==> src/rtl/core/qadd_pkg.sv <==
// Shared types and constants of the quantized add and requantize block.
package qadd_pkg;

  typedef enum logic {
    OP_PROCESS = 1'b0,
    OP_LOAD    = 1'b1
  } opcode_t;

  typedef enum logic [1:0] {
    BCAST_SAME       = 2'd0,
    BCAST_CHAN_MAJOR = 2'd1,
    BCAST_CHAN_LAST  = 2'd2,
    BCAST_UNUSED     = 2'd3
  } bcast_t;

  typedef enum logic [2:0] {
    CFG_SIGNED_MODE    = 3'd0,
    CFG_BROADCAST_MODE = 3'd1,
    CFG_SCALE_A        = 3'd2,
    CFG_SCALE_B        = 3'd3,
    CFG_OFFSET         = 3'd4,
    CFG_CHANNEL_COUNT  = 3'd5,
    CFG_INNER_SIZE     = 3'd6,
    CFG_SPARE          = 3'd7
  } cfg_idx_t;

  localparam int ELEM_W  = 8;
  localparam int VALUE_W = 9;
  localparam int SCALE_W = 32;
  localparam int PROD_W  = VALUE_W + SCALE_W;
  localparam int ACC_W   = PROD_W + 2;
  localparam int COUNT_W = 9;
  localparam int INNER_W = 24;

  localparam int SAT_U_HI = 255;
  localparam int SAT_S_LO = -128;
  localparam int SAT_S_HI = 127;

  localparam int OQ_DEPTH = 8;
  localparam int OQ_AW    = 3;
  localparam int OQ_CW    = 4;

  // Operand pair handed from the channel store stage to the arithmetic.
  typedef struct packed {
    logic              valid;
    logic [ELEM_W-1:0] a;
    logic [ELEM_W-1:0] b;
    logic              last;
  } operand_t;

  // One finished result on its way into the output queue.
  typedef struct packed {
    logic [VALUE_W-1:0] y;
    logic               last;
  } result_t;

endpackage

==> src/rtl/core/qadd_front.sv <==
// Channel operand store, position counters and operand selection.
module qadd_front #(
  parameter int MAX_CHANNELS = 256
) (
  input  logic                      clk,
  input  logic                      rst,
  input  logic                      take,
  input  qadd_pkg::opcode_t         opcode,
  input  logic [8:0]                a_value,
  input  logic [8:0]                b_value,
  input  logic [7:0]                load_channel,
  input  logic                      first_in,
  input  logic                      last_in,
  input  qadd_pkg::bcast_t          broadcast_mode,
  input  logic [8:0]                channel_count,
  input  logic [23:0]               inner_size,
  output qadd_pkg::operand_t        operand
);
  import qadd_pkg::*;

  localparam int DEPTH = (MAX_CHANNELS < 256) ? MAX_CHANNELS : 256;
  localparam int AW = (DEPTH > 1) ? $clog2(DEPTH) : 1;
  localparam logic [COUNT_W-1:0] CAP = COUNT_W'(DEPTH);

  logic [ELEM_W-1:0] store [DEPTH];
  logic [ELEM_W-1:0] rdata;

  logic [7:0]         channel_position;
  logic [INNER_W-1:0] inner_position;
  logic [7:0]         channel_position_next;
  logic [INNER_W-1:0] inner_position_next;

  logic [7:0]         cp_cur;
  logic [INNER_W-1:0] ip_cur;
  logic [COUNT_W-1:0] cp_inc;
  logic [INNER_W:0]   ip_inc;
  logic [7:0]         cp_wrap;
  logic [COUNT_W-1:0] count_eff;
  logic [INNER_W-1:0] inner_eff;
  logic               proc_take;
  logic               load_take;
  logic               use_store;
  logic               ch_ok;
  logic               slot_ok;

  logic               s1_valid;
  logic [ELEM_W-1:0]  s1_a;
  logic [ELEM_W-1:0]  s1_b;
  logic               s1_use_store;
  logic               s1_ch_ok;
  logic               s1_last;

  assign proc_take = take && (opcode == OP_PROCESS);
  assign load_take = take && (opcode == OP_LOAD);
  assign use_store = (broadcast_mode == BCAST_CHAN_MAJOR) ||
                     (broadcast_mode == BCAST_CHAN_LAST);

  assign cp_cur = first_in ? '0 : channel_position;
  assign ip_cur = first_in ? '0 : inner_position;
  assign ch_ok   = {1'b0, cp_cur} < CAP;
  assign slot_ok = {1'b0, load_channel} < CAP;

  always_comb begin
    count_eff = (channel_count == '0) ? COUNT_W'(1) : channel_count;
    if (count_eff > CAP) begin
      count_eff = CAP;
    end
    inner_eff = (inner_size == '0) ? INNER_W'(1) : inner_size;
    cp_inc  = {1'b0, cp_cur} + COUNT_W'(1);
    ip_inc  = {1'b0, ip_cur} + (INNER_W+1)'(1);
    cp_wrap = (cp_inc >= count_eff) ? '0 : cp_inc[7:0];
  end

  always_comb begin
    channel_position_next = cp_cur;
    inner_position_next   = ip_cur;
    unique case (broadcast_mode)
      BCAST_CHAN_MAJOR: begin
        if (ip_inc >= {1'b0, inner_eff}) begin
          inner_position_next   = '0;
          channel_position_next = cp_wrap;
        end else begin
          inner_position_next = ip_inc[INNER_W-1:0];
        end
      end
      BCAST_CHAN_LAST: begin
        channel_position_next = cp_wrap;
      end
      default: begin
      end
    endcase
  end

  always_ff @(posedge clk) begin
    if (rst) begin
      channel_position <= '0;
      inner_position   <= '0;
      s1_valid         <= 1'b0;
    end else begin
      s1_valid <= proc_take;
      if (proc_take) begin
        channel_position <= channel_position_next;
        inner_position   <= inner_position_next;
      end
    end
  end

  always_ff @(posedge clk) begin
    if (load_take && slot_ok) begin
      store[load_channel[AW-1:0]] <= b_value[ELEM_W-1:0];
    end
    if (proc_take) begin
      rdata <= store[cp_cur[AW-1:0]];
    end
  end

  always_ff @(posedge clk) begin
    if (proc_take) begin
      s1_a         <= a_value[ELEM_W-1:0];
      s1_b         <= b_value[ELEM_W-1:0];
      s1_use_store <= use_store;
      s1_ch_ok     <= ch_ok;
      s1_last      <= last_in;
    end
  end

  always_comb begin
    operand.valid = s1_valid;
    operand.a     = s1_a;
    operand.b     = s1_use_store ? (s1_ch_ok ? rdata : '0) : s1_b;
    operand.last  = s1_last;
  end

endmodule

==> src/rtl/core/qadd_datapath.sv <==
// Scaling multiplies, offset sum, half-to-even rounding and saturation.
module qadd_datapath #(
  parameter int FRAC_BITS = 16
) (
  input  logic                    clk,
  input  logic                    rst,
  input  qadd_pkg::operand_t      operand,
  input  logic                    signed_mode,
  input  logic signed [31:0]      scale_a,
  input  logic signed [31:0]      scale_b,
  input  logic signed [31:0]      offset,
  output logic                    push,
  output qadd_pkg::result_t       result
);
  import qadd_pkg::*;

  localparam int QW = ACC_W - FRAC_BITS + 1;
  localparam logic [FRAC_BITS-1:0] HALF = FRAC_BITS'(1) << (FRAC_BITS - 1);

  logic signed [VALUE_W-1:0] a_ext;
  logic signed [VALUE_W-1:0] b_ext;

  logic                     s2_valid;
  logic signed [PROD_W-1:0] s2_pa;
  logic signed [PROD_W-1:0] s2_pb;
  logic                     s2_last;

  logic                     s3_valid;
  logic signed [ACC_W-1:0]  s3_acc;
  logic                     s3_last;

  logic [QW-2:0]            q_floor;
  logic [FRAC_BITS-1:0]     rem;
  logic                     round_up;
  logic signed [QW-1:0]     q_round;
  logic signed [QW-1:0]     lo_w;
  logic signed [QW-1:0]     hi_w;
  logic signed [QW-1:0]     q_sat;

  assign a_ext = $signed({signed_mode & operand.a[ELEM_W-1], operand.a});
  assign b_ext = $signed({signed_mode & operand.b[ELEM_W-1], operand.b});

  always_ff @(posedge clk) begin
    if (rst) begin
      s2_valid <= 1'b0;
      s3_valid <= 1'b0;
    end else begin
      s2_valid <= operand.valid;
      s3_valid <= s2_valid;
    end
  end

  always_ff @(posedge clk) begin
    s2_pa   <= a_ext * scale_a;
    s2_pb   <= b_ext * scale_b;
    s2_last <= operand.last;
    s3_acc  <= ACC_W'(s2_pa) + ACC_W'(s2_pb) + ACC_W'(offset);
    s3_last <= s2_last;
  end

  always_comb begin
    q_floor  = s3_acc[ACC_W-1:FRAC_BITS];
    rem      = s3_acc[FRAC_BITS-1:0];
    round_up = (rem > HALF) || ((rem == HALF) && q_floor[0]);
    q_round  = $signed({q_floor[QW-2], q_floor}) + $signed({{(QW-1){1'b0}}, round_up});
    lo_w     = signed_mode ? QW'(SAT_S_LO) : '0;
    hi_w     = signed_mode ? QW'(SAT_S_HI) : QW'(SAT_U_HI);
    q_sat    = q_round;
    if (q_round < lo_w) begin
      q_sat = lo_w;
    end
    if (q_round > hi_w) begin
      q_sat = hi_w;
    end
  end

  assign push        = s3_valid;
  assign result.y    = q_sat[VALUE_W-1:0];
  assign result.last = s3_last;

endmodule

==> src/rtl/core/qadd_out_fifo.sv <==
// Output queue with credit count that bounds the results in flight.
module qadd_out_fifo (
  input  logic               clk,
  input  logic               rst,
  input  logic               take,
  input  logic               push,
  input  qadd_pkg::result_t  push_data,
  input  logic               pop,
  output logic               room,
  output logic               not_empty,
  output qadd_pkg::result_t  head
);
  import qadd_pkg::*;

  result_t            entries [OQ_DEPTH];
  logic [OQ_AW-1:0]   wr_ptr;
  logic [OQ_AW-1:0]   rd_ptr;
  logic [OQ_CW-1:0]   fill;
  logic [OQ_CW-1:0]   credit;
  logic [OQ_CW-1:0]   fill_next;
  logic [OQ_CW-1:0]   credit_next;

  assign fill_next   = fill + OQ_CW'(push) - OQ_CW'(pop);
  assign credit_next = credit + OQ_CW'(take) - OQ_CW'(pop);

  always_ff @(posedge clk) begin
    if (rst) begin
      wr_ptr <= '0;
      rd_ptr <= '0;
      fill   <= '0;
      credit <= '0;
    end else begin
      fill   <= fill_next;
      credit <= credit_next;
      if (push) begin
        wr_ptr <= wr_ptr + OQ_AW'(1);
      end
      if (pop) begin
        rd_ptr <= rd_ptr + OQ_AW'(1);
      end
    end
  end

  always_ff @(posedge clk) begin
    if (push) begin
      entries[wr_ptr] <= push_data;
    end
  end

  assign room      = credit != OQ_CW'(OQ_DEPTH);
  assign not_empty = fill != '0;
  assign head      = entries[rd_ptr];

  a_fill_within_credit: assert property (@(posedge clk) disable iff (rst)
    fill <= credit)
    else $error("Queue holds more results than were credited.");

  a_credit_bound: assert property (@(posedge clk) disable iff (rst)
    credit <= OQ_CW'(OQ_DEPTH))
    else $error("Credit count exceeds queue depth.");

  a_no_overflow: assert property (@(posedge clk) disable iff (rst)
    (fill == OQ_CW'(OQ_DEPTH)) |-> !push)
    else $error("Result pushed into a full queue.");

  a_no_take_without_room: assert property (@(posedge clk) disable iff (rst)
    (credit == OQ_CW'(OQ_DEPTH)) |-> !take)
    else $error("Transaction taken with no queue space reserved.");

endmodule

==> src/rtl/core/quantized_int8_add_requant.sv <==
// Top level of the quantized element-wise add with fixed-point requantization.
// The block takes one input transaction per clock cycle while the queue has room and
// registers each element transaction through the channel operand store read, the two
// scaling multiplies and the offset sum, with the rounding and saturation on the way
// into an eight-entry output queue.
// Input is accepted as long as the queue has a free credit, so with the output
// side always ready the sustained rate is one element per cycle; load
// transactions are accepted under the same condition and return nothing. Configuration
// writes are registered and are expected only while the block is idle.
module quantized_int8_add_requant #(
  parameter int MAX_CHANNELS = 256,
  parameter int FRAC_BITS    = 16
) (
  input  logic        clk,
  input  logic        rst,
  input  logic        s_axis_tvalid,
  output logic        s_axis_tready,
  input  logic [31:0] s_axis_tdata,  // a_value[8:0], b_value[17:9], load_channel[25:18], zero
  input  logic [1:0]  s_axis_tuser,  // opcode[0], first_in[1]
  input  logic        s_axis_tlast,
  output logic        m_axis_tvalid,
  input  logic        m_axis_tready,
  output logic [15:0] m_axis_tdata,  // y_value[8:0], zero
  output logic        m_axis_tlast,
  input  logic        cfg_valid,
  output logic        cfg_ready,
  input  logic [2:0]  cfg_index,
  input  logic [31:0] cfg_data
);
  import qadd_pkg::*;

  logic               signed_mode;
  bcast_t             broadcast_mode;
  logic signed [31:0] scale_a;
  logic signed [31:0] scale_b;
  logic signed [31:0] offset;
  logic [8:0]         channel_count;
  logic [23:0]        inner_size;

  logic     cfg_write;
  logic     take;
  logic     proc_take;
  logic     room;
  logic     push;
  logic     pop;
  logic     not_empty;
  opcode_t  opcode;
  operand_t operand;
  result_t  push_data;
  result_t  head;

  assign cfg_ready = 1'b1;
  assign cfg_write = cfg_valid && cfg_ready;

  always_ff @(posedge clk) begin
    if (rst) begin
      signed_mode    <= 1'b0;
      broadcast_mode <= BCAST_SAME;
      scale_a        <= 32'sd65536;
      scale_b        <= 32'sd65536;
      offset         <= '0;
      channel_count  <= 9'd1;
      inner_size     <= 24'd1;
    end else if (cfg_write) begin
      unique case (cfg_idx_t'(cfg_index))
        CFG_SIGNED_MODE:    signed_mode    <= cfg_data[0];
        CFG_BROADCAST_MODE: broadcast_mode <= bcast_t'(cfg_data[1:0]);
        CFG_SCALE_A:        scale_a        <= $signed(cfg_data);
        CFG_SCALE_B:        scale_b        <= $signed(cfg_data);
        CFG_OFFSET:         offset         <= $signed(cfg_data);
        CFG_CHANNEL_COUNT:  channel_count  <= cfg_data[8:0];
        CFG_INNER_SIZE:     inner_size     <= cfg_data[23:0];
        default: begin
        end
      endcase
    end
  end

  assign opcode        = opcode_t'(s_axis_tuser[0]);
  assign s_axis_tready = room;
  assign take          = s_axis_tvalid && s_axis_tready;
  assign proc_take     = take && (opcode == OP_PROCESS);

  qadd_front #(
    .MAX_CHANNELS (MAX_CHANNELS)
  ) u_front (
    .clk            (clk),
    .rst            (rst),
    .take           (take),
    .opcode         (opcode),
    .a_value        (s_axis_tdata[8:0]),
    .b_value        (s_axis_tdata[17:9]),
    .load_channel   (s_axis_tdata[25:18]),
    .first_in       (s_axis_tuser[1]),
    .last_in        (s_axis_tlast),
    .broadcast_mode (broadcast_mode),
    .channel_count  (channel_count),
    .inner_size     (inner_size),
    .operand        (operand)
  );

  qadd_datapath #(
    .FRAC_BITS (FRAC_BITS)
  ) u_datapath (
    .clk         (clk),
    .rst         (rst),
    .operand     (operand),
    .signed_mode (signed_mode),
    .scale_a     (scale_a),
    .scale_b     (scale_b),
    .offset      (offset),
    .push        (push),
    .result      (push_data)
  );

  assign pop = m_axis_tvalid && m_axis_tready;

  qadd_out_fifo u_out_fifo (
    .clk       (clk),
    .rst       (rst),
    .take      (proc_take),
    .push      (push),
    .push_data (push_data),
    .pop       (pop),
    .room      (room),
    .not_empty (not_empty),
    .head      (head)
  );

  assign m_axis_tvalid = not_empty;
  assign m_axis_tdata  = {7'd0, head.y};
  assign m_axis_tlast  = head.last;

endmodule

==> config.mk <==
export PLATFORM = sky130hd
export DESIGN_NAME = quantized_int8_add_requant
export DESIGN_NICKNAME = d
export VERILOG_FILES = /design/src/rtl/core/qadd_pkg.sv /design/src/rtl/core/qadd_front.sv /design/src/rtl/core/qadd_datapath.sv /design/src/rtl/core/qadd_out_fifo.sv /design/src/rtl/core/quantized_int8_add_requant.sv
export SDC_FILE = /design/constraint.sdc
export NUM_CORES = 2
export LEC_CHECK = 0
export BUFFER_PORTS_ARGS = -buffer_cell sky130_fd_sc_hd__buf_2
export CELL_PAD_IN_SITES_DETAIL_PLACEMENT = 0
export CELL_PAD_IN_SITES_GLOBAL_PLACEMENT = 2
export CORE_ASPECT_RATIO = 0.8
export CORE_MARGIN = 2
export CORE_UTILIZATION = 47
export DETAILED_ROUTE_END_ITERATION = 7
export PLACE_DENSITY = 0.79
export SLEW_MARGIN = 20
export SYNTH_ARGS = -nofsm -noshare
export SYNTH_HDL_FRONTEND = slang
export SYNTH_HIERARCHICAL = 1
export SYNTH_SLANG_ARGS = --single-unit
==> constraint.sdc <==
create_clock -name clk -period 7 [get_ports clk]
set_input_delay 1.05 -clock clk [delete_from_list [all_inputs] [get_ports clk]]
set_output_delay 1.05 -clock clk [all_outputs]
set_load 0.05 [all_outputs]
## Word level (Yosys, flattened, before mapping)

Memory sizes are Yosys's and may differ from the RTL's. A register that Yosys moved wholly into a read port is not among the register bits.
Index checks and enable logic that the tools add are counted.

- Magnitude comparators: 6
- Mux-type cells: 21
- Reduce and logical (&&, ||, !) cells: 18
- Multiply operators: 2
- Bitwise gates (word level): 3
- $add $sub $neg: 11
- Equality and inequality tests: 10

Operators with widths:

| operator | count |
|---|---|
| $mux 24 | 4 |
| $mul 9x32->41 | 2 |
| $add 42x32->43 | 1 |
| $add 41x41->42 | 1 |
| $mux 8 | 5 |
| $mux 9 | 4 |
| $add 27x2->28 | 1 |
| $gt 28x9->1 | 1 |
| $lt 28x28->1 | 1 |
| $mux 28 | 1 |
| $add 24x1->25 const B | 1 |
| $ge 25x24->1 | 1 |
| $logic_not 24->1 | 1 |
| $eq 16x16->1 const B | 1 |
| $gt 16x16->1 const B | 1 |
| $pmux 8 s2 | 1 |
| $reduce_and 2->1 | 7 |
| $add 8x1->9 const B | 1 |
| $eq 3x3->1 const B | 3 |
| $ge 9x9->1 | 1 |
| $gt 9x9->1 const B | 1 |
| $logic_not 9->1 | 1 |
| $add 4x1->4 | 2 |
| $sub 4x1->4 | 2 |
| 14 further kinds | 26 |

- RAM bits: 2128
- Flip-flop bits (word level): 326
- Memories kept: 2
- Output and inout port bits: 20
- Word-level logic and storage cells: 98

Memories:

| memory | depth | width | read ports | clocked after Yosys merged registers in | wr ports | RTL line | source |
|---|---|---|---|---|---|---|---|
| u_front.store | 256 | 8 | 1 | 1 | 1 | qadd_front.sv:25 | `logic [ELEM_W-1:0] store [DEPTH];` |
| u_out_fifo.entries | 8 | 10 | 1 | 1 | 1 | qadd_out_fifo.sv:15 | `result_t entries [OQ_DEPTH];` |

## Longest topological paths before layout

- Depth after elaboration: 8
- Depth in mapped cells: 25
- Depth with buffers taken out: 23

## Cells and area by module

Netlist, hierarchy kept.

By module, submodules not included:

| module | instances | cells each | area each (um2) |
|---|---|---|---|
| qadd_front | 1 | 5040 | 84335.9 |
| qadd_datapath | 1 | 2575 | 24798.8 |
| quantized_int8_add_requant | 1 | 488 | 5402.7 |
| qadd_out_fifo | 1 | 209 | 3927.5 |

## Worst setup path after synthesis

No wires, ideal clock.

- Path type: reg2reg
- Start point: register u_front.s1_use_store
- End point: register u_datapath.s2_pb[29]
- Stages on the path, launching flop included: 22
- Data arrival time: 5914 ps
- Path buffers: 2
- Library setup time: 72 ps
- Clock period less this slack: 5986 ps
- Path slack: 1014 ps
- Cell sequence: edfxtp_1 clkbuf_1 mux2_2 nand2_1 buf_1 nor2_1 fa_1 fa_1 fa_1 fa_1 ha_1 ha_1 a21o_1 a221oi_1 nand2_1 a21o_1 a311o_1 a21oi_2 o21ai_1 a21o_1 a21oi_2 xnor2_1

RTL lines:

| element | RTL line | source |
|---|---|---|
| start: declaration | qadd_front.sv:49 | `logic s1_use_store;` |
| start signal: assignment | qadd_front.sv:121 | `s1_use_store <= use_store;` |
| end signal: assignment | qadd_datapath.sv:55 | `s2_pb <= b_ext * scale_b;` |
| end: declaration | qadd_datapath.sv:25 | `logic signed [PROD_W-1:0] s2_pb;` |

==> run summary <==
The synthesized design contains 2154 enable-type register cells. At the pin with the least slew margin, the transition time is 1.31 ns. The DRC violation count after routing is 0. Setup repair after global routing left no endpoint under its margin. The portion of the clock cycle consumed by the worst path in the final layout is 0.932, and the total wire length is 344000 um. The setup violation total in the final timing report was 0; the final-report max-slew violation count was 0. The run finished with clean final reports. The most used flip-flop cell after synthesis is edfxtp_1. The buffering stage count on the worst path with inverters included was 1; the half-perimeter wire length of the detailed placement result was 224000 um. On the final layout, the worst clock skew is 0.0539 ns. The count of buffers from port buffering was 78; the clock sink count was 2465. The tools report the sequential share of the synthesized area as 0.599.

Hold violation total from the final report: 0. In this run, distinct cell masters in the synthesized netlist total 106. The number of hold buffers added after CTS was 0. The routed layout has 72012 vias.

In this run the static leakage power is 46.6 nW. The detail route stage leaves a number of antenna-violating nets equal to 0. The clock latency on the worst-skew pair is 0.91 ns. The path class of the tightest hold or removal check is reg -> reg. The worst hold path begins at u_front/s1_last. For the worst slew slack as a fraction of its limit, the log shows 0.127. The mapped netlist covers 118000 um^2. The switching power as a share of total power came out at 0.245. Tracing the worst setup path back leads to its startpoint at u_front/s1_use_store. The first routing iteration left 8946 violations.

The first-pass GRT wire length came out at 495000 um. Across the VDD grid, the largest voltage drop is 0.000214 V. The kind of cell with the highest combined delay along the critical path is adder cells. Share of final-layout standard cells stronger than drive strength 1: 0.113. After routing, the total negative slack on setup checks comes to 0 ns. After the last flow step, the layout net total stands at 9256.

Summed over all nets, the switching power comes to 8.06 mW. The deepest clock path buffer count is 4, and the async set-reset flop share out of synthesis is 0. Cell internal power was estimated by the tool at 24.9 mW. The worst endpoint data arrival time was 7.28 ns; the clock group share of total power was 0.400. The register clock-pin slew on the reported worst setup and hold paths was 0.06 ns; the maximum number of pins on one net before global-route repair was 198. In the synthesized netlist, the number of instances is 8312.

The congestion estimate from routability-driven global placement came to 0.875. Derived from the worst setup path, the maximum achievable clock frequency is 153 MHz. For the sequential share of power, the log shows 0.503. The clock tree synthesis step divided the H-tree into 4 levels. Y dimension of the die: 453 um.

TritonCTS built the clock tree. Number of global-route vias before repair: 70414. After detailed routing, the number of vias per cell comes to 6.05. The core region is 250000 um^2. Traced cell by cell, the critical path runs through mux2_2 -> nand2_1 -> buf_4 -> nor2_1 -> fa_1 -> fa_1 -> fa_1 -> fa_1 -> ha_1 -> ha_1 -> o21a_1 -> o21ai_0 -> o31ai_2 -> nand4b_1 -> a21oi_1 -> o21ai_1 -> o21ai_0 -> a21oi_1 -> xnor2_1. The max-cap check violation count was 0; the length of the first detailed-routing pass in iterations was 6. The combinational power share was 0.097.

The worst setup path is captured at a flip-flop. Along the worst path, the maximum fanout reaches 32. The die covers 256000 um^2.

The startpoint identified for the worst register-to-register timing path is u_front/s1_use_store. Dividing the detail-routed wire length by the instance count gives 28.8 um. The cell chosen for the clock root is clkbuf_16. The initial core utilization was 0.474. The start-to-end type of the worst setup path is reg -> reg. For the global-route usage over all layers, the log shows 0.267. The power per unit of standard cell area came out at 252 nW/um^2. The die is 565 um wide. After routing the design area is 131000 um^2. The number of buffers inserted during clock tree synthesis came out at 244. The area growth from synthesis to layout is 10.4%. Global routing finished with a remaining overflow of 0. The worst path in the final design needs a cycle of 6.52 ns, including I/O delays and setup. The highest cell delay on the worst timing path was 0.54 ns.

The most common cell type on the critical path was fa_1. The tools report the initial antenna violation count as 24. The total number of yosys warnings came out at 6. At the worst endpoint, the required time is 7.75 ns. A synthesized cell averages 14.3 um^2.

In this run, synthesis produced a sequential element count of 2465. For the number of rows created at floorplan, the log shows 164. For the register-to-register setup slack, the log shows 0.48 ns.

STA classifies the critical path startpoint as a flip-flop. Cell with the largest stage delay on the worst path: fa_1. 95 I/O pins were placed. In this run the cell area measured after placement is 123000 um^2.
## state kept, by name (all words and copies together) (netlist names), 32 cells and up, named ones only
signal / flops
scale_b: 32
scale_a: 32
u_datapath/s2_pb: 41
offset: 32
u_front/store: 2048
u_out_fifo/entries: 80
u_datapath/s2_pa: 41
u_datapath/s3_acc: 43
## worst reg2reg max path, cell delays in order (launching register included)
cell      delay [ns]
edfxtp_1        0.44
mux2_2          0.44
nand2_1         0.11
buf_4           0.38
nor2_1          0.14
fa_1            0.52
fa_1            0.53
fa_1            0.54
fa_1            0.49
ha_1            0.30
ha_1            0.37
o21a_1          0.16
o21ai_0         0.15
o31ai_2         0.50
nand4b_1        0.30
a21oi_1         0.34
o21ai_1         0.18
o21ai_0         0.23
a21oi_1         0.11
xnor2_1         0.13
## through the flow
stage          utilization  worst slack (ns)  hold slack [ns]  total power [mW]  cells
6_report             0.523             0.478            0.312              33.0  11912
5_1_grt              0.523            0.0368            0.284              34.1  11908
4_1_cts              0.522             0.450            0.280              33.1  11903
3_5_place_dp         0.491             0.471            0.312              20.0  11464
3_3_place_gp         0.491             0.463            0.313              20.0  11464
2_1_floorplan            -              1.01            0.310              18.8   8318
## worst paths after layout
check	cells past startpoint	to
worst max-delay path	19	u_datapath/s2_pb[40]
worst min-delay path	0	u_datapath/s2_last
worst max register to register	19	u_datapath/s2_pb[40]
worst min register to register	0	u_datapath/s2_last
## layout make-up
cell class	count	area [um^2]
fill	20637	119000
sequential	2465	70900
multi-input combinational	5046	44000
clock buffer	303	6410
tap	3320	4150
timing repair buffer	281	2330
clock inverter	136	1500
inverter	355	1360
antenna	6	15.0
## cells in the mapped netlist, types with 107 or more instances
cell type | count | area share
edfxtp_1 | 2154 | 0.55
mux2i_1 | 462 | 0.039
fa_1 | 506 | 0.086
a21oi_1 | 327 | 0.014
inv_1 | 351 | 0.011
dfxtp_1 | 311 | 0.053
xnor2_1 | 107 | 0.0079
nand2b_1 | 210 | 0.011
nand3_1 | 158 | 0.0067
ha_1 | 282 | 0.030
o22ai_1 | 133 | 0.0070
nor2_1 | 503 | 0.016
and2_1 | 336 | 0.018
clkbuf_1 | 218 | 0.0069
nand2_1 | 616 | 0.020
mux4_2 | 211 | 0.040
o21ai_0 | 213 | 0.0090
## per-layer routing
metal,GRT usage,wire length (um)
met2,0.378,145000
met4,0.0589,7920
met3,0.0736,38500
met1,0.408,152000
met5,0,92
## power by group through the flow
stage                     clock [mW]  sequential (mW)  combinational [mW]
after global placement             0             16.9                3.11
final                           13.2             16.6                3.21
after floorplan                    0             16.7                2.03
after detailed placement           0             16.9                3.15
after global routing            13.9             16.6                3.52
after CTS                       13.3             16.6                3.17
## cell families (layout without fill, tap and decap cells)
family                   after synthesis  after routing  share of synthesized area
multiplexers                         722            722                     0.0863
flip-flops                          2465           2465                      0.599
other                                  2             14                  0.0000634
adder cells (fa/ha/maj)              788            788                      0.115
AND/OR/NAND/NOR                     2085           2085                     0.0856
XOR/XNOR                             173            173                     0.0128
buffers and inverters                807           1075                     0.0316
AO/OA/AOI/OAI                       1270           1270                     0.0698
## what timing repair did
item                                    CTS  global route
buffers inserted                          0             3
endpoints found under the setup margin    0             1
gates resized for setup                   0             0
## layout by cell type, fill, tap and decap left out, types with 28 or more instances in the layout
| master | count |
|---|---|
| dfxtp_1 | 306 |
| buf_4 | 177 |
| a21oi_1 | 327 |
| a211oi_1 | 36 |
| o21ai_1 | 31 |
| mux4_2 | 211 |
| nand2b_1 | 205 |
| mux2i_1 | 462 |
| edfxtp_1 | 2154 |
| clkinv_2 | 41 |
| inv_1 | 350 |
| a221oi_1 | 65 |
| nor3_1 | 53 |
| fa_1 | 506 |
| a31oi_1 | 65 |
| clkinv_1 | 35 |
| o22ai_1 | 133 |
| nand4_1 | 48 |
| nor2_1 | 490 |
| o21ai_0 | 212 |
| clkbuf_1 | 51 |
| and2_1 | 336 |
| mux2_2 | 29 |
| ha_1 | 282 |
| nor2b_1 | 36 |
| nand3_1 | 150 |
| xor2_1 | 66 |
| nand2_1 | 612 |
| clkbuf_16 | 244 |
| a22oi_1 | 65 |
| buf_2 | 68 |
| bufinv_16 | 28 |
| o221ai_1 | 76 |
| xnor2_1 | 107 |
| a21o_1 | 70 |
Power figures use the tool's default switching activity.
